[src/design/signed_mul_div_rem_unit_defines.svh]
// assertion helpers used by the unit's controller
`ifndef SIGNED_MUL_DIV_REM_UNIT_DEFINES_SVH
`define SIGNED_MUL_DIV_REM_UNIT_DEFINES_SVH

// same-cycle implication, disabled while reset is low
`define SMDR_ASSERT_IMPL(label, clk, rst_n, ante, cons, msg) \
    label: assert property (@(posedge clk) disable iff (!rst_n) (ante) |-> (cons)) \
        else $error(msg);

// next-cycle implication, disabled while reset is low
`define SMDR_ASSERT_NEXT(label, clk, rst_n, ante, cons, msg) \
    label: assert property (@(posedge clk) disable iff (!rst_n) (ante) |=> (cons)) \
        else $error(msg);

`endif

[src/design/smdr_pkg.sv]
`timescale 1ns / 1ps

package smdr_pkg;

    localparam logic [1:0] MODE_MUL = 2'd0;
    localparam logic [1:0] MODE_DIV = 2'd1;
    localparam logic [1:0] MODE_REM = 2'd2;

    typedef enum logic [1:0] {
        ST_IDLE,
        ST_RUN,
        ST_FIX
    } t_state;

    typedef struct packed {
        logic load;
        logic step;
        logic fix;
    } t_dp_cmd;

    typedef struct packed {
        logic last;
    } t_dp_sts;

endpackage

[src/design/smdr_if.sv]
`timescale 1ns / 1ps

interface smdr_in_if #(
    parameter int DATA_WIDTH = 32
);
    logic                         valid;
    logic                         ready;
    logic [1:0]                   mode;
    logic signed [DATA_WIDTH-1:0] operand_a;
    logic signed [DATA_WIDTH-1:0] operand_b;

    modport source (output valid, output mode, output operand_a, output operand_b,
                    input ready);
    modport sink   (input valid, input mode, input operand_a, input operand_b,
                    output ready);
endinterface

interface smdr_out_if #(
    parameter int DATA_WIDTH = 32
);
    logic                         valid;
    logic                         ready;
    logic signed [DATA_WIDTH-1:0] result;
    logic                         divide_by_zero;

    modport source (output valid, output result, output divide_by_zero, input ready);
    modport sink   (input valid, input result, input divide_by_zero, output ready);
endinterface

[src/design/signed_mul_div_rem_unit.sv]
`timescale 1ns / 1ps
// an input transfer is accepted only while idle, then the shift-add / shift-subtract loop
// handles one operand bit per cycle, then a sign fix-up step writes the output register
// and the result turns valid; fix-up waits while the output holds an untaken result
// the output register holds a result until taken while the next item iterates
// reset (i_rst_n, synchronous, active low) idles the controller and empties the output

module signed_mul_div_rem_unit #(
    parameter int DATA_WIDTH = 32
) (
    input  logic         i_clk,
    input  logic         i_rst_n,
    smdr_in_if.sink      i_in,
    smdr_out_if.source   o_out
);

    smdr_pkg::t_dp_cmd cmd;
    smdr_pkg::t_dp_sts sts;

    smdr_ctrl u_ctrl (
        .i_clk       (i_clk),
        .i_rst_n     (i_rst_n),
        .i_in_valid  (i_in.valid),
        .o_in_ready  (i_in.ready),
        .o_out_valid (o_out.valid),
        .i_out_ready (o_out.ready),
        .o_cmd       (cmd),
        .i_sts       (sts)
    );

    smdr_dp #(
        .DATA_WIDTH (DATA_WIDTH)
    ) u_dp (
        .i_clk            (i_clk),
        .i_rst_n          (i_rst_n),
        .i_cmd            (cmd),
        .o_sts            (sts),
        .i_mode           (i_in.mode),
        .i_operand_a      (i_in.operand_a),
        .i_operand_b      (i_in.operand_b),
        .o_result         (o_out.result),
        .o_divide_by_zero (o_out.divide_by_zero)
    );

endmodule

[src/design/smdr_dp.sv]
`timescale 1ns / 1ps

module smdr_dp #(
    parameter int DATA_WIDTH = 32
) (
    input  logic                         i_clk,
    input  logic                         i_rst_n,
    input  smdr_pkg::t_dp_cmd            i_cmd,
    output smdr_pkg::t_dp_sts            o_sts,
    input  logic [1:0]                   i_mode,
    input  logic signed [DATA_WIDTH-1:0] i_operand_a,
    input  logic signed [DATA_WIDTH-1:0] i_operand_b,
    output logic signed [DATA_WIDTH-1:0] o_result,
    output logic                         o_divide_by_zero
);

    localparam int CNT_W = $clog2(DATA_WIDTH);

    logic [1:0]            r_mode;
    logic [DATA_WIDTH-1:0] r_a;      // multiplier, or dividend then quotient
    logic [DATA_WIDTH-1:0] r_b;      // multiplicand or divisor magnitude
    logic [DATA_WIDTH-1:0] r_acc;    // product or partial remainder
    logic [CNT_W-1:0]      r_cnt;
    logic                  r_neg_q;
    logic                  r_neg_r;
    logic                  r_dz;
    logic [DATA_WIDTH-1:0] r_res;
    logic                  r_res_dz;

    logic                  a_neg;
    logic                  b_neg;
    logic [DATA_WIDTH-1:0] a_mag;
    logic [DATA_WIDTH-1:0] b_mag;
    logic                  is_div_op;
    logic [DATA_WIDTH:0]   rem_sh;
    logic [DATA_WIDTH:0]   diff;
    logic [DATA_WIDTH-1:0] n_res;

    assign a_neg     = i_operand_a[DATA_WIDTH-1];
    assign b_neg     = i_operand_b[DATA_WIDTH-1];
    assign a_mag     = a_neg ? (DATA_WIDTH'(0) - i_operand_a) : i_operand_a;
    assign b_mag     = b_neg ? (DATA_WIDTH'(0) - i_operand_b) : i_operand_b;
    assign is_div_op = (i_mode == smdr_pkg::MODE_DIV) || (i_mode == smdr_pkg::MODE_REM);

    // restoring divide step: shift next dividend bit into remainder, try subtract
    assign rem_sh = {r_acc, r_a[DATA_WIDTH-1]};
    assign diff   = rem_sh - {1'b0, r_b};

    always_comb begin
        n_res = '0;
        case (r_mode)
            smdr_pkg::MODE_MUL: n_res = r_acc;
            smdr_pkg::MODE_DIV: n_res = r_dz ? '0 : (r_neg_q ? (DATA_WIDTH'(0) - r_a) : r_a);
            smdr_pkg::MODE_REM: n_res = r_dz ? '0 :
                                        (r_neg_r ? (DATA_WIDTH'(0) - r_acc) : r_acc);
            default:            n_res = '0;
        endcase
    end

    always_ff @(posedge i_clk) begin
        if (!i_rst_n) begin
            r_cnt <= '0;
        end else if (i_cmd.load) begin
            r_cnt <= CNT_W'(DATA_WIDTH - 1);
        end else if (i_cmd.step) begin
            r_cnt <= r_cnt - 1'b1;
        end
    end

    always_ff @(posedge i_clk) begin
        if (i_cmd.load) begin
            r_mode  <= i_mode;
            r_acc   <= '0;
            r_neg_q <= a_neg ^ b_neg;
            r_neg_r <= a_neg;
            r_dz    <= is_div_op && (i_operand_b == '0);
            if (i_mode == smdr_pkg::MODE_MUL) begin
                r_a <= i_operand_a;
                r_b <= i_operand_b;
            end else begin
                r_a <= a_mag;
                r_b <= b_mag;
            end
        end else if (i_cmd.step) begin
            if (r_mode == smdr_pkg::MODE_MUL) begin
                if (r_a[0]) begin
                    r_acc <= r_acc + r_b;
                end
                r_a <= r_a >> 1;
                r_b <= r_b << 1;
            end else if (!diff[DATA_WIDTH]) begin
                r_acc <= diff[DATA_WIDTH-1:0];
                r_a   <= {r_a[DATA_WIDTH-2:0], 1'b1};
            end else begin
                r_acc <= rem_sh[DATA_WIDTH-1:0];
                r_a   <= {r_a[DATA_WIDTH-2:0], 1'b0};
            end
        end
    end

    always_ff @(posedge i_clk) begin
        if (i_cmd.fix) begin
            r_res    <= n_res;
            r_res_dz <= r_dz;
        end
    end

    assign o_sts.last       = (r_cnt == '0);
    assign o_result         = r_res;
    assign o_divide_by_zero = r_res_dz;

endmodule

[src/design/smdr_ctrl.sv]
`timescale 1ns / 1ps
`include "signed_mul_div_rem_unit_defines.svh"

module smdr_ctrl (
    input  logic              i_clk,
    input  logic              i_rst_n,
    input  logic              i_in_valid,
    output logic              o_in_ready,
    output logic              o_out_valid,
    input  logic              i_out_ready,
    output smdr_pkg::t_dp_cmd o_cmd,
    input  smdr_pkg::t_dp_sts i_sts
);

    smdr_pkg::t_state r_state;
    smdr_pkg::t_state n_state;
    logic             r_out_valid;
    logic             n_out_valid;
    logic             out_free;

    // output register can take a new result when empty or being drained
    assign out_free = !r_out_valid || i_out_ready;

    always_comb begin
        n_state = r_state;
        unique case (r_state)
            smdr_pkg::ST_IDLE: begin
                if (i_in_valid) begin
                    n_state = smdr_pkg::ST_RUN;
                end
            end
            smdr_pkg::ST_RUN: begin
                if (i_sts.last) begin
                    n_state = smdr_pkg::ST_FIX;
                end
            end
            smdr_pkg::ST_FIX: begin
                if (out_free) begin
                    n_state = smdr_pkg::ST_IDLE;
                end
            end
            default: n_state = smdr_pkg::ST_IDLE;
        endcase
    end

    always_comb begin
        o_cmd      = '0;
        o_in_ready = 1'b0;
        unique case (r_state)
            smdr_pkg::ST_IDLE: begin
                o_in_ready = 1'b1;
                o_cmd.load = i_in_valid;
            end
            smdr_pkg::ST_RUN: begin
                o_cmd.step = 1'b1;
            end
            smdr_pkg::ST_FIX: begin
                o_cmd.fix = out_free;
            end
            default: begin
                o_cmd      = '0;
                o_in_ready = 1'b0;
            end
        endcase
    end

    always_comb begin
        n_out_valid = r_out_valid;
        if (o_cmd.fix) begin
            n_out_valid = 1'b1;
        end else if (i_out_ready) begin
            n_out_valid = 1'b0;
        end
    end

    always_ff @(posedge i_clk) begin
        if (!i_rst_n) begin
            r_state     <= smdr_pkg::ST_IDLE;
            r_out_valid <= 1'b0;
        end else begin
            r_state     <= n_state;
            r_out_valid <= n_out_valid;
        end
    end

    assign o_out_valid = r_out_valid;

    `SMDR_ASSERT_NEXT(a_accept_starts_run, i_clk, i_rst_n, i_in_valid && o_in_ready, r_state == smdr_pkg::ST_RUN, "accepted transfer did not start iteration")
    `SMDR_ASSERT_IMPL(a_fix_needs_room, i_clk, i_rst_n, o_cmd.fix, out_free, "result written over an untaken transfer")
    `SMDR_ASSERT_NEXT(a_last_step_fixes, i_clk, i_rst_n, r_state == smdr_pkg::ST_RUN && i_sts.last, r_state == smdr_pkg::ST_FIX, "iteration did not end on last step")
    `SMDR_ASSERT_IMPL(a_one_command, i_clk, i_rst_n, 1'b1, $onehot0(o_cmd), "datapath given more than one command")

endmodule

[src/flat_wrapper.sv]
// flat-port wrapper written by rule: the top's interface ports become plain ports
module signed_mul_div_rem_unit_flat 
#(
    parameter int DATA_WIDTH = 32
)
  (i_clk, i_rst_n, i_in_valid, i_in_mode, i_in_operand_a, i_in_operand_b, i_in_ready, o_out_valid, o_out_result, o_out_divide_by_zero, o_out_ready);
  smdr_in_if #(.DATA_WIDTH(DATA_WIDTH)) i_in_i ();
  smdr_out_if #(.DATA_WIDTH(DATA_WIDTH)) o_out_i ();
  input  logic i_clk;
  input  logic i_rst_n;
  input wire logic [$bits(i_in_i.valid)-1:0] i_in_valid;
  input wire logic [$bits(i_in_i.mode)-1:0] i_in_mode;
  input wire logic [$bits(i_in_i.operand_a)-1:0] i_in_operand_a;
  input wire logic [$bits(i_in_i.operand_b)-1:0] i_in_operand_b;
  output wire logic [$bits(i_in_i.ready)-1:0] i_in_ready;
  output wire logic [$bits(o_out_i.valid)-1:0] o_out_valid;
  output wire logic [$bits(o_out_i.result)-1:0] o_out_result;
  output wire logic [$bits(o_out_i.divide_by_zero)-1:0] o_out_divide_by_zero;
  input wire logic [$bits(o_out_i.ready)-1:0] o_out_ready;
  assign i_in_i.valid = i_in_valid;
  assign i_in_i.mode = i_in_mode;
  assign i_in_i.operand_a = i_in_operand_a;
  assign i_in_i.operand_b = i_in_operand_b;
  assign i_in_ready = i_in_i.ready;
  assign o_out_valid = o_out_i.valid;
  assign o_out_result = o_out_i.result;
  assign o_out_divide_by_zero = o_out_i.divide_by_zero;
  assign o_out_i.ready = o_out_ready;
  signed_mul_div_rem_unit #(.DATA_WIDTH(DATA_WIDTH)) u_core (.i_clk(i_clk), .i_rst_n(i_rst_n), .i_in(i_in_i), .o_out(o_out_i));
endmodule
[config.mk]
export PLATFORM = sky130hd
export DESIGN_NAME = signed_mul_div_rem_unit_flat
export DESIGN_NICKNAME = d
export VERILOG_FILES = /design/src/design/smdr_pkg.sv /design/src/design/smdr_if.sv /design/src/design/signed_mul_div_rem_unit.sv /design/src/design/smdr_dp.sv /design/src/design/smdr_ctrl.sv /design/src/flat_wrapper.sv
export VERILOG_INCLUDE_DIRS = /design/src /design/src/design
export SDC_FILE = /design/constraint.sdc
export NUM_CORES = 1
export LEC_CHECK = 0
export ABC_AREA = 1
export BUFFER_PORTS_ARGS = -buffer_cell sky130_fd_sc_hd__buf_4
export CORE_ASPECT_RATIO = 1.2
export CORE_MARGIN = 2
export CORE_UTILIZATION = 30
export CTS_CLUSTER_SIZE = 14
export DETAILED_ROUTE_END_ITERATION = 7
export MAX_ROUTING_LAYER = met4
export PLACE_DENSITY = 0.52
export SYNTH_ARGS = -nofsm -noshare
export SYNTH_HDL_FRONTEND = slang
export SYNTH_HIERARCHICAL = 1
export SYNTH_SLANG_ARGS = --single-unit
[constraint.sdc]
create_clock -name i_clk -period 10.55 [get_ports i_clk]
set_clock_uncertainty 0.15 [all_clocks]
set_input_delay 1.5825 -clock i_clk [delete_from_list [all_inputs] [get_ports i_clk]]
set_output_delay 1.5825 -clock i_clk [all_outputs]
set_load 0.01 [all_outputs]
---- After elaboration in Yosys (flattened, before gate mapping) ----
Cells that the tools add are included.
storage, ports and cells
  input bits .............................. 70
  output and inout port bits .............. 35
  word-level logic and storage cells ...... 76
  register bits after elaboration ......... 142
operators by class
  reduce and logical (&&, ||, !) cells .... 15
  add/subtract/negate cells ............... 7
  muxes and demuxes ....................... 31
  bitwise logic cells ..................... 1
  equal/unequal tests ..................... 10
operators with widths
  cell                     number
  $mux W32                 17
  $sub A1 B32 Y32 const A  4
  $pmux W32 S3             1
  $sub A33 B32 Y33         1
  $add A32 B32 Y32         1
  $logic_not A32 Y1        1
  $mux W5                  2
  $mux W1                  7
  $eq A2 B1 Y1 const B     3
  $eq A2 B2 Y1 const B     3
  $logic_not A2 Y1         3
  $mux W2                  3
  $ne A2 B2 Y1 const B     3
  $pmux W2 S3              1
  $reduce_bool A2 Y1       3
  $logic_not A5 Y1         1
  $sub A5 B1 Y5 const B    1
  $reduce_and A2 Y1        2
  $reduce_and A3 Y1        1
  $logic_or A1 B1 Y1       2
  $ne A2 B1 Y1 const B     1
  $logic_and A1 B1 Y1      1
  $logic_not A1 Y1         1
  $xor A1 B1 Y1            1

---- Logic depth before layout (Yosys ltp) ----
Gate-level depths: netlist of run 1.
  depth after elaboration ................. 5
  gate-level depth with buffers ........... 21
  gate-level depth less buffers ........... 20

---- Cells and area by module ----
The synthesis of run 1 kept the hierarchy.
by module, submodules not included
  module     cells an instance  area an instance (µm²)  seq. area each (µm²)  times used
  smdr_dp    2,323              14,184.9                3,803.6               1
  smdr_ctrl  22                 152.6                   60.1                  1

---- Worst setup path after synthesis of run 1 ----
Ideal clock, no wire load.
  path type ............................... input to register
  from .................................... in i_in_valid
  to ...................................... reg u_core.u_dp.r_b[0], enable pin
  arrival ................................. 3.336 ns
  setup slack ............................. 6.405 ns
  buffers on the path ..................... 2
  library setup time ...................... 0.658 ns
  data required time ...................... 9.742 ns
  cell stages on the path ................. 6
  cell sequence ........................... nand2_1 inv_1 clkbuf_1 clkinv_1 clkbuf_1 o21ai_0
RTL lines
  item                  line                source
  start, declared       flat_wrapper.sv:11  input wire logic [$bits(i_in_i.valid)-1:0] i_in_valid;
  end signal, assigned  smdr_dp.sv:79       r_b <= i_operand_b;
  end signal, assigned  smdr_dp.sv:82       r_b <= b_mag;
  end signal, assigned  smdr_dp.sv:90       r_b <= r_b << 1;
  end, declared         smdr_dp.sv:21       logic [DATA_WIDTH-1:0] r_b;

---- Final worst setup path of run 1 ----
  from .................................... in i_in_mode[0]
  to ...................................... reg u_core.u_dp.r_a[13], data pin
between the ends
  longest elaborated chain between the ends .. 3
ends and longest elaborated chain
  item                  line                source
  start, declared       flat_wrapper.sv:12  input wire logic [$bits(i_in_i.mode)-1:0] i_in_mode;
  $logic_not A2 Y1      smdr_dp.sv:77       if (i_mode == smdr_pkg::MODE_MUL) begin
  $mux W32              smdr_dp.sv:77
  $mux W32              smdr_dp.sv:71       if (i_cmd.load) begin
  end signal, assigned  smdr_dp.sv:78       r_a <= i_operand_a;
  end signal, assigned  smdr_dp.sv:81       r_a <= a_mag;
  end signal, assigned  smdr_dp.sv:89       r_a <= r_a >> 1;
  end, declared         smdr_dp.sv:20       logic [DATA_WIDTH-1:0] r_a;
No other way between the ends.
A chain may end at the register's enable or synchronous reset.

==> flow_summary_export.csv, run 1 <==
group,metric,value,unit
placed_design,numPortBuffers,104,
logic_synthesis,ys_warn_count,6,
worst_hold_path,worstHoldPathCells,2,
power_and_ir_drop,peakVddDrop,0.0755,mV
clock_network,tritoncts,"done",
power_and_ir_drop,p_sw,1.46,mW
worst_setup_path,worstSetupEndpointType,"flip-flop",
clock_network,clk_latency,450,ps
status,status,"finished, final reports clean",
worst_setup_path,rr_worst_depth,18,
sta,period_minus_slack,3650,ps
worst_setup_path,slowest_stage,"inv_1",
power_and_ir_drop,p_clk_frac,0.210,
logic_synthesis,synth_edf_count,102,
route,first_pass_iters,7,
route,vias,15214,
sta,final.setup.tns,0,ps
job,max_cap_violations,0,
grt,grt_use_total,0.226,
finish,syn_to_final_growth,13.9,%
clock_network,htreeDepth,4,
power_and_ir_drop,seq_power_share,0.286,
finish,stdcell_count,3046,
finish,n_antenna_cell,0,
sta,finalMaxSlewViolations,0,
power_and_ir_drop,internal_power,1.58,mW
route,viasPerCell,4.99,
sta,fmax,274,MHz
logic_synthesis,ys_seq_area_frac,0.269,
placed_design,gp_congestion,0.935,
worst_setup_path,critPathBufInv,4,
clock_network,cts_resized,0,
sta,setup_viol,0,
clock_network,cts_setup_buffers,0,
worst_hold_path,hp-class,"reg2reg",
sta,slew_headroom,0.345,
worst_setup_path,worstPathArrival,3680,ps
power_and_ir_drop,power_density,186,nW/um^2
sta,worst_slew_pin_slew,983,ps
placed_design,dp_hpwl,44200,um
clock_network,cts_hold_buf,0,
worst_setup_path,crit_path_max_incr_delay,650,ps
logic_synthesis,async_flop_share,0,
sta,fin_crit_sh,0.346,
logic_synthesis,netlist_instances,2345,
logic_synthesis,synth_area_leaders,"edfxtp_1 (21%), nand2_1 (17%), inv_1 (9.1%)",
worst_setup_path,cp_cell_sequence,"buf_4 > inv_1 > ha_1 > inv_1 > nand2_1 > inv_1 > o21ai_0 > o21ai_0 > o21ai_0",
finish,final_common_cell,"nand2_1",
logic_synthesis,synthesis.area,14300,um^2
sta,rsz0062_at_grt,"false",
power_and_ir_drop,total_power,3.04,mW
logic_synthesis,ys_types,51,
worst_setup_path,crit_fanout,24,
worst_setup_path,timing.critical_path.required,10580,ps
power_and_ir_drop,comb_power_share,0.503,
worst_setup_path,cp_top_family,"buffers and inverters",
worst_setup_path,path_depth,9,
finish,drive_gt1_frac,0.0801,
clock_network,cts-root-buf,"clkbuf_16",
logic_synthesis,synth_nets,2487,
logic_synthesis,ys_ff_latch,142,
sta,hold_violations,0,
floorplanning,core_region_area,47100,um^2
grt,grt_max_degree,94,
route,routed_wl,54600,um
logic_synthesis,syn_avg_cell_area,6.11,um^2
floorplanning,die_w,204,um
power_and_ir_drop,swShare,0.479,
route,antenna_left,0,
route,avgRoutedWirePerCell,17.9,um
worst_setup_path,cp-start-kind,"input port",
grt,grt_pass1_vias,14612,
grt,antenna_found_initial,0,
clock_network,cts_sinks,142,
logic_synthesis,synth_top_area_cell,"edfxtp_1",
floorplanning,ioPinCount,105,
logic_synthesis,synth_ff_type,"edfxtp_1",
clock_network,path_clk_slew,60,ps
grt,overflow,0,
grt,grt_first_pass_wirelength,83800,um
floorplanning,start_util,0.304,
floorplanning,fp-row-count,87,
logic_synthesis,yosysTopAreaCellShare,0.214,
route,drc_errors,0,
floorplanning,dieArea,49600,um^2
power_and_ir_drop,p_leak,7.81,nW
finish,layout_common_cells,"nand2_1 (661), inv_1 (347), nor2_1 (222), a21oi_1 (192), nand3_1 (190)",
clock_network,cts_buffers,17,
clock_network,clk_path_buf_depth,2,
route,first_iter_violations,1189,
finish,nets,2552,
floorplanning,fp.dieH,243,um
worst_setup_path,criticalPathCategory,"in2reg",
placed_design,dpl.cell_count,3014,
path summary, 6_finish.rpt:
path / slack, ps / endpoint / from
max reg2reg: 6970 / u_core/u_dp/r_acc[21]$_SDFFE_PP0P_ / u_core/u_dp/r_a[31]$_DFFE_PP_
min reg2reg: 340 / u_core/u_dp/r_cnt[4]$_SDFFE_PN0P_ / u_core/u_dp/r_cnt[4]$_SDFFE_PN0P_
max: 6900 / u_core/u_dp/r_a[13]$_DFFE_PP_ / i_in_mode[0]
min: 340 / u_core/u_dp/r_cnt[4]$_SDFFE_PN0P_ / u_core/u_dp/r_cnt[4]$_SDFFE_PN0P_
registers in the layout, indices dropped and copies added, names as in the netlist:
name	flops
u_core/u_ctrl/o_out_valid	1
u_core/u_ctrl/r_state	2
u_core/u_dp/o_divide_by_zero	1
u_core/u_dp/o_result	32
u_core/u_dp/r_a	32
u_core/u_dp/r_acc	32
u_core/u_dp/r_b	32
u_core/u_dp/r_cnt	5
u_core/u_dp/r_dz	1
u_core/u_dp/r_mode	2
u_core/u_dp/r_neg_q	1
u_core/u_dp/r_neg_r	1
logic make-up (layout without fill, tap and decap cells):
logic type                 after synthesis  count (layout)  share of synthesized area
DFF                                    142             142                      0.269
and+or+nand+nor                       1188            1188                      0.348
adders and majority gates               72              72                     0.0639
xor gates and xnor gates                47              47                     0.0287
buffers and inverters                  431             509                      0.115
AOI/OAI and AO/OA                      465             465                      0.175
layer usage:
layer  vias up  wire, um  track usage
li1       7834         -            -
met1      6912     25000        0.289
met2       385     25000        0.363
met3        83      2180       0.0226
met4         0      2330       0.0988
met5         -         0            -
power by group through the flow:
stage               sequential, mW  clock (mW)  combinational, mW
global route                 0.875       0.669               1.73
global placement             0.876           0               1.51
floorplan                    0.791           0               1.10
detailed placement           0.876           0               1.51
CTS                          0.865       0.652               1.52
finish                       0.870       0.639               1.53
cell type report:
type,count,area [um^2]
Multi-Input combinational cell,1772,8860
Clock buffer,22,464
Sequential cell,142,3860
Clock inverter,10,140
Tap cell,623,779
Fill cell,5219,30800
Inverter,360,1350
Timing Repair Buffer,117,878
worst register-to-register path, cell delays in order, from the launching register on:
cell      delay (ps)
edfxtp_1         370
inv_1            110
ha_1             250
fa_1             440
inv_1            110
nand3_1           70
nand2_1          220
nand2_1          100
nand2_2          120
nand2_1           70
nand2_2          120
nand2_1          110
nand2_1           90
nand2_2          180
nand2_4          480
inv_2            160
nand2_1           90
nand3_1           70
a21oi_1          190
synthesized netlist by cell type, types with 19 or more instances:
master,n
dfxtp_1,40
a21oi_1,193
clkbuf_1,49
xor2_1,34
o211ai_1,21
nand4_1,19
ha_1,70
nor3_1,38
o21ai_0,185
edfxtp_1,102
nor2_1,224
nand3_1,190
inv_1,349
nand2_1,661
per-stage QoR:
stage	hold slack, ps	worst slack [ps]	utilization	area (um^2)
after floorplan	301	6410	-	14300
after global placement	325	6540	0.334	15700
after detailed placement	334	6470	0.334	15700
after CTS	345	6960	0.347	16300
after global routing	369	6630	0.347	16300
final	344	6900	0.347	16300
Note: power is estimated with default switching activity, not from simulation.
==> run 2: changes to the inputs <==
clock period = 3.45 ns   (was 10.55 ns; I/O delays follow)
==> flow_summary_export.csv, run 2 (synthesis gave the netlist of run 1 again) <==
group,metric,value,unit
status,status,"finished, final reports clean",
power_and_ir_drop,peakVddDrop,0.377,mV
route,viasPerCell,5.07,
route,antenna_left,0,
clock_network,cts_hold_buf,0,
grt,grt_max_degree,90,
route,dr.max_layer_used,"met4",
finish,syn_to_final_growth,16.9,%
clock_network,cts-root-buf,"clkbuf_16",
route,avgRoutedWirePerCell,19.1,um
finish,nets,2604,
sta,setup_viol,0,
sta,slew_headroom,0.370,
sta,rsz0062_at_grt,"false",
clock_network,tritoncts,"done",
sta,setup_slack,281,ps
worst_setup_path,crit_path_max_incr_delay,460,ps
sta,hold_violations,0,
job,max_cap_violations,0,
worst_setup_path,worstSetupEndpointType,"flip-flop",
floorplanning,fp.dieH,243,um
placed_design,dpl.cell_count,3066,
clock_network,htreeDepth,4,
sta,worst_slew_pin_slew,944,ps
power_and_ir_drop,p_leak,8.09,nW
worst_setup_path,worstPathArrival,3400,ps
finish,drive_gt1_frac,0.101,
worst_setup_path,timing.critical_path.required,3680,ps
placed_design,pre_cts_ws,189,ps
sta,fmax,316,MHz
grt,overflow,0,
grt,antenna_found_initial,0,
sta,period_minus_slack,3170,ps
worst_setup_path,criticalPathCategory,"reg2reg",
sta,finalMaxSlewViolations,0,
floorplanning,start_util,0.304,
clock_network,path_clk_slew,60,ps
worst_setup_path,slowest_stage,"fa_1",
clock_network,cts_buffers,17,
finish,fillers,5258,
route,routed_wl,59100,um
route,drc_errors,0,
route,first_pass_iters,5,
route,wl_met3,2400,um
route,route.met2.wl,26500,um
clock_network,cts_sinks,142,
route,first_iter_violations,1276,
grt,grt_first_pass_wirelength,89700,um
floorplanning,ioPinCount,105,
route,vias,15697,
placed_design,dp_hpwl,48300,um
floorplanning,fp-row-count,87,
placed_design,numPortBuffers,104,
finish,n_antenna_cell,0,
grt,grt_use_total,0.246,
finish,layout_common_cells,"nand2_1 (661), inv_1 (347), nor2_1 (222), a21oi_1 (192), nand3_1 (190)",
worst_setup_path,crit_fanout,38,
floorplanning,die_w,204,um
floorplanning,core_region_area,47100,um^2
finish,final_common_cell,"nand2_1",
worst_setup_path,cp_cell_sequence,"inv_1 > ha_1 > fa_1 > inv_1 > nand3_1 > nand2_1 > nand2_1 > nand2_2 > nand2_1 > nand2_2 > nand2_1 > nand2_1 > nand2_2 > nand2_8 > buf_4 > nand2_1 > nand3_1 > nand2_1 > a21oi_1",
power_and_ir_drop,power_density,578,nW/um^2
clock_network,clk_latency,460,ps
worst_hold_path,hp-class,"in2reg",
sta,fin_crit_sh,0.919,
worst_setup_path,cp-start-kind,"flip-flop",
grt,grt_pass1_vias,15068,
clock_network,clk_path_buf_depth,2,
floorplanning,dieArea,49600,um^2
route,wl_met1,27100,um
placed_design,gp_congestion,0.983,
sta,final.setup.tns,0,ps
finish,fin_util,0.356,
worst_setup_path,crit_top_cell,"nand2_1",
finish,stdcell_count,3098,
-- run 2: cell count changes in the layout (fill, tap and decap cells not counted), sizes merged --
cell	change
buf	+52
bufinv	-1
inv	+3
clkbuf	-1
clkinvlp	-1
-- run 2: worst paths after layout --
kind                                     startpoint                           endpoint  slack (ps)  depth (start not counted)
hold / removal                         i_in_mode[1]    u_core/u_dp/r_mode[1]$_DFFE_PP_         110                          1
setup reg to reg      u_core/u_dp/r_a[31]$_DFFE_PP_  u_core/u_dp/r_acc[1]$_SDFFE_PP0P_         280                         19
hold reg to reg   u_core/u_dp/r_cnt[1]$_SDFFE_PN0P_  u_core/u_dp/r_cnt[1]$_SDFFE_PN0P_         340                          2
setup / recovery      u_core/u_dp/r_a[31]$_DFFE_PP_  u_core/u_dp/r_acc[1]$_SDFFE_PP0P_         280                         19
-- run 2: final cells by class --
class	instances	area, um^2	area share
Sequential cell	142	3860	0.231
Clock inverter	11	124	0.00739
Inverter	360	1350	0.0806
Multi-Input combinational cell	1772	8870	0.529
Clock buffer	21	493	0.0294
Tap cell	623	779	0.0465
Timing Repair Buffer	169	1280	0.0764
-- run 2: layer usage --
metal | vias to the layer above | global-route usage
met5 | - | -
li1 | 7933 | -
met2 | 469 | 0.383
met1 | 7185 | 0.320
met3 | 110 | 0.0198
met4 | 0 | 0.125
-- run 2: what timing repair did --
action / 4_1_cts / 5_1_grt
setup buffers: 0 / 0
gates resized for setup: 0 / 1
endpoints found under the setup margin: 0 / 25
-- run 2: worst max-delay path, delay by kind of cell, from the launching register on --
kind | cells | cell delay [ps]
DFF | 1 | 370
adders and majority gates | 2 | 690
buffers and inverters | 3 | 450
AOI/OAI and AO/OA | 1 | 120
and+or+nand+nor | 13 | 1270
-- run 2: report_power, final --
group / total (mW) / internal, mW / leakage, nW / switching [mW]
combinational: 5.26 / 1.67 / 6.48 / 3.59
sequential: 2.46 / 2.16 / 1.31 / 0.291
clock: 1.98 / 1.17 / 0.305 / 0.807
total: 9.69 / 5.00 / 8.09 / 4.69
-- run 2: per-stage QoR --
step	cell area (um^2)	hold WS (ps)	total power, mW
global placement	16100	329	7.64
finish	16800	109	9.69
detailed placement	16100	325	7.63
CTS	16800	86.3	9.66
floorplan	14300	301	5.79
global route	16800	92.0	10.4
==> run 3: changes to the inputs <==
CELL_PAD_IN_SITES_DETAIL_PLACEMENT = 1   (was default)
CELL_PAD_IN_SITES_GLOBAL_PLACEMENT = 2   (was default)
PLACE_DENSITY = 0.82   (was 0.52)
==> flow_summary_export.csv, run 3 (synthesis gave the netlist of run 1 again) <==
group,metric,value,unit
grt,grt_use_total,0.259,
grt,antenna_found_initial,0,
placed_design,dp_hpwl,51000,um
power_and_ir_drop,p_leak,8.07,nW
floorplanning,start_util,0.304,
clock_network,path_clk_slew,70,ps
floorplanning,fp-row-count,87,
clock_network,clk_latency,470,ps
worst_hold_path,whs_endpoint,"u_core/u_dp/r_mode[0]$_DFFE_PP_",
sta,finalMaxSlewViolations,0,
route,drc_errors,0,
placed_design,gp_congestion,1.00,
route,antenna_left,0,
worst_setup_path,r2r_slack,190,ps
clock_network,cts-root-buf,"clkbuf_16",
finish,final_common_cell,"nand2_1",
clock_network,cts_hold_buf,0,
finish,n_antenna_cell,0,
worst_setup_path,crit_fanout,17,
worst_hold_path,worstHoldPathCells,1,
route,first_pass_iters,5,
sta,fin_crit_sh,0.944,
status,status,"finished, final reports clean",
route,routed_wl,61900,um
power_and_ir_drop,p_clk_frac,0.199,
worst_setup_path,cp_top_family,"simple AND/OR/NAND/NOR gates",
floorplanning,die_w,204,um
power_and_ir_drop,swShare,0.492,
grt,overflow,0,
finish,drive_gt1_frac,0.0980,
clock_network,cts_resized,0,
clock_network,cts_sinks,142,
power_and_ir_drop,peakVddDrop,0.391,mV
placed_design,pre_cts_ws,170,ps
sta,rsz0062_at_grt,"false",
route,vias,15889,
sta,hold_violations,0,
clock_network,htreeDepth,4,
worst_hold_path,hold_start,"i_in_mode[0]",
power_and_ir_drop,p_sw,4.77,mW
power_and_ir_drop,power_density,580,nW/um^2
power_and_ir_drop,comb_power_share,0.545,
worst_setup_path,worstSetupEndpointType,"flip-flop",
power_and_ir_drop,seq_power_share,0.256,
sta,slew_headroom,0.366,
job,max_cap_violations,0,
worst_setup_path,criticalPathCategory,"reg2reg",
floorplanning,core_region_area,47100,um^2
route,first_iter_violations,746,
route,viasPerCell,5.14,
worst_setup_path,r2r-start,"u_core/u_dp/r_a[31]$_DFFE_PP_",
sta,period_minus_slack,3260,ps
worst_hold_path,hp-class,"in2reg",
worst_setup_path,critPathBufInv,4,
sta,fmax,307,MHz
clock_network,cts_buffers,17,
sta,final.setup.tns,0,ps
worst_setup_path,rr_worst_depth,19,
clock_network,clk_path_buf_depth,2,
placed_design,numPortBuffers,104,
worst_setup_path,cp_cell_sequence,"inv_1 > ha_1 > fa_1 > inv_1 > nand3_1 > nand2_1 > nand2_1 > nand2_2 > nand2_1 > nand2_2 > nand2_1 > nand2_1 > nand2_2 > nand2_4 > buf_12 > inv_2 > nand2_1 > nand3_1 > a21oi_1",
finish,syn_to_final_growth,16.8,%
sta,setup_slack,193,ps
worst_setup_path,cp-start-kind,"flip-flop",
floorplanning,dieArea,49600,um^2
finish,nets,2599,
floorplanning,fp.dieH,243,um
route,avgRoutedWirePerCell,20.0,um
finish,layout_common_cells,"nand2_1 (661), inv_1 (347), nor2_1 (222), a21oi_1 (192), nand3_1 (190)",
grt,grt_first_pass_wirelength,95100,um
power_and_ir_drop,internal_power,4.94,mW
worst_setup_path,r2r-end,"u_core/u_dp/r_acc[27]$_SDFFE_PP0P_",
worst_setup_path,crit_top_cell,"nand2_1",
worst_setup_path,slowest_stage,"edfxtp_1",
clock_network,tritoncts,"done",
sta,worst_slew_pin_slew,946,ps
grt,grt_max_degree,93,
clock_network,cts_setup_buffers,0,
worst_setup_path,worstPathArrival,3490,ps
worst_setup_path,timing.critical_path.required,3690,ps
floorplanning,ioPinCount,105,
worst_setup_path,cp-startpoint,"u_core/u_dp/r_a[31]$_DFFE_PP_",
grt,grt_pass1_vias,16479,
worst_setup_path,crit_path_max_incr_delay,450,ps
sta,setup_viol,0,
-- run 3: cell count changes in the layout (fill, tap and decap cells not counted), moves of 2 or more --
cell,previous run,this run
clkinv_4,1,4
clkbuf_16,19,17
buf_12,1,6
inv_8,0,2
buf_4,168,158
clkinv_2,3,1
clkinv_1,1,4
-- run 3: metal layers --
metal,global-route usage,wire [um]
met2,0.452,30800
met4,0.116,2850
met3,0.0199,1390
met1,0.302,26900
met5,-,0
-- run 3: worst max-delay path by stage --
stage	to	slack, ps	depth (start not counted)
2_1_floorplan	u_core/u_dp/r_b[0]$_SDFFCE_PN0P_	350	5
3_5_place_dp	u_core/u_dp/r_acc[14]$_SDFFE_PP0P_	170	19
4_1_cts	u_core/u_dp/r_acc[27]$_SDFFE_PP0P_	140	19
5_1_grt	u_core/u_dp/r_acc[27]$_SDFFE_PP0P_	1	19
6_report	u_core/u_dp/r_acc[27]$_SDFFE_PP0P_	190	19
3_3_place_gp	u_core/u_dp/r_acc[20]$_SDFFE_PP0P_	170	20
-- run 3: power by group through the flow --
stage                     combinational, mW  clock, mW  sequential, mW
after floorplan                        3.37          0            2.42
after global placement                 5.15          0            2.50
after detailed placement               5.23          0            2.51
after CTS                              5.27       1.97            2.48
after global routing                   5.89       2.02            2.51
final                                  5.29       1.93            2.49
-- run 3: stage by stage --
step                      hold slack, ps   util  cell area (um^2)  cells  total power [mW]
after floorplan                      301      -             14300   2345              5.79
after global placement               323  0.343             16100   3059              7.66
after detailed placement             330  0.343             16100   3059              7.75
after CTS                           69.0  0.355             16700   3091              9.71
after global routing                76.1  0.355             16700   3093              10.4
final                               91.5  0.355             16700   3093              9.71
-- run 3: worst reg2reg max path, delay by kind of cell (launching register included) --
kind | cells | cell delay (ps)
AND/OR/NAND/NOR | 12 | 1190
AO/OA/AOI/OAI | 1 | 160
buffers and inverters | 4 | 550
flip-flops | 1 | 450
adder cells (fa/ha/maj) | 2 | 670
-- run 3: layout make-up --
class                      instances  area, um^2
inverter                         360        1350
timing repair buffer             164        1310
sequential                       142        3860
tap                              623         779
multi-input combinational       1772        8860
clock buffer                      17         425
fill                            6240       30400
clock inverter                    15         160
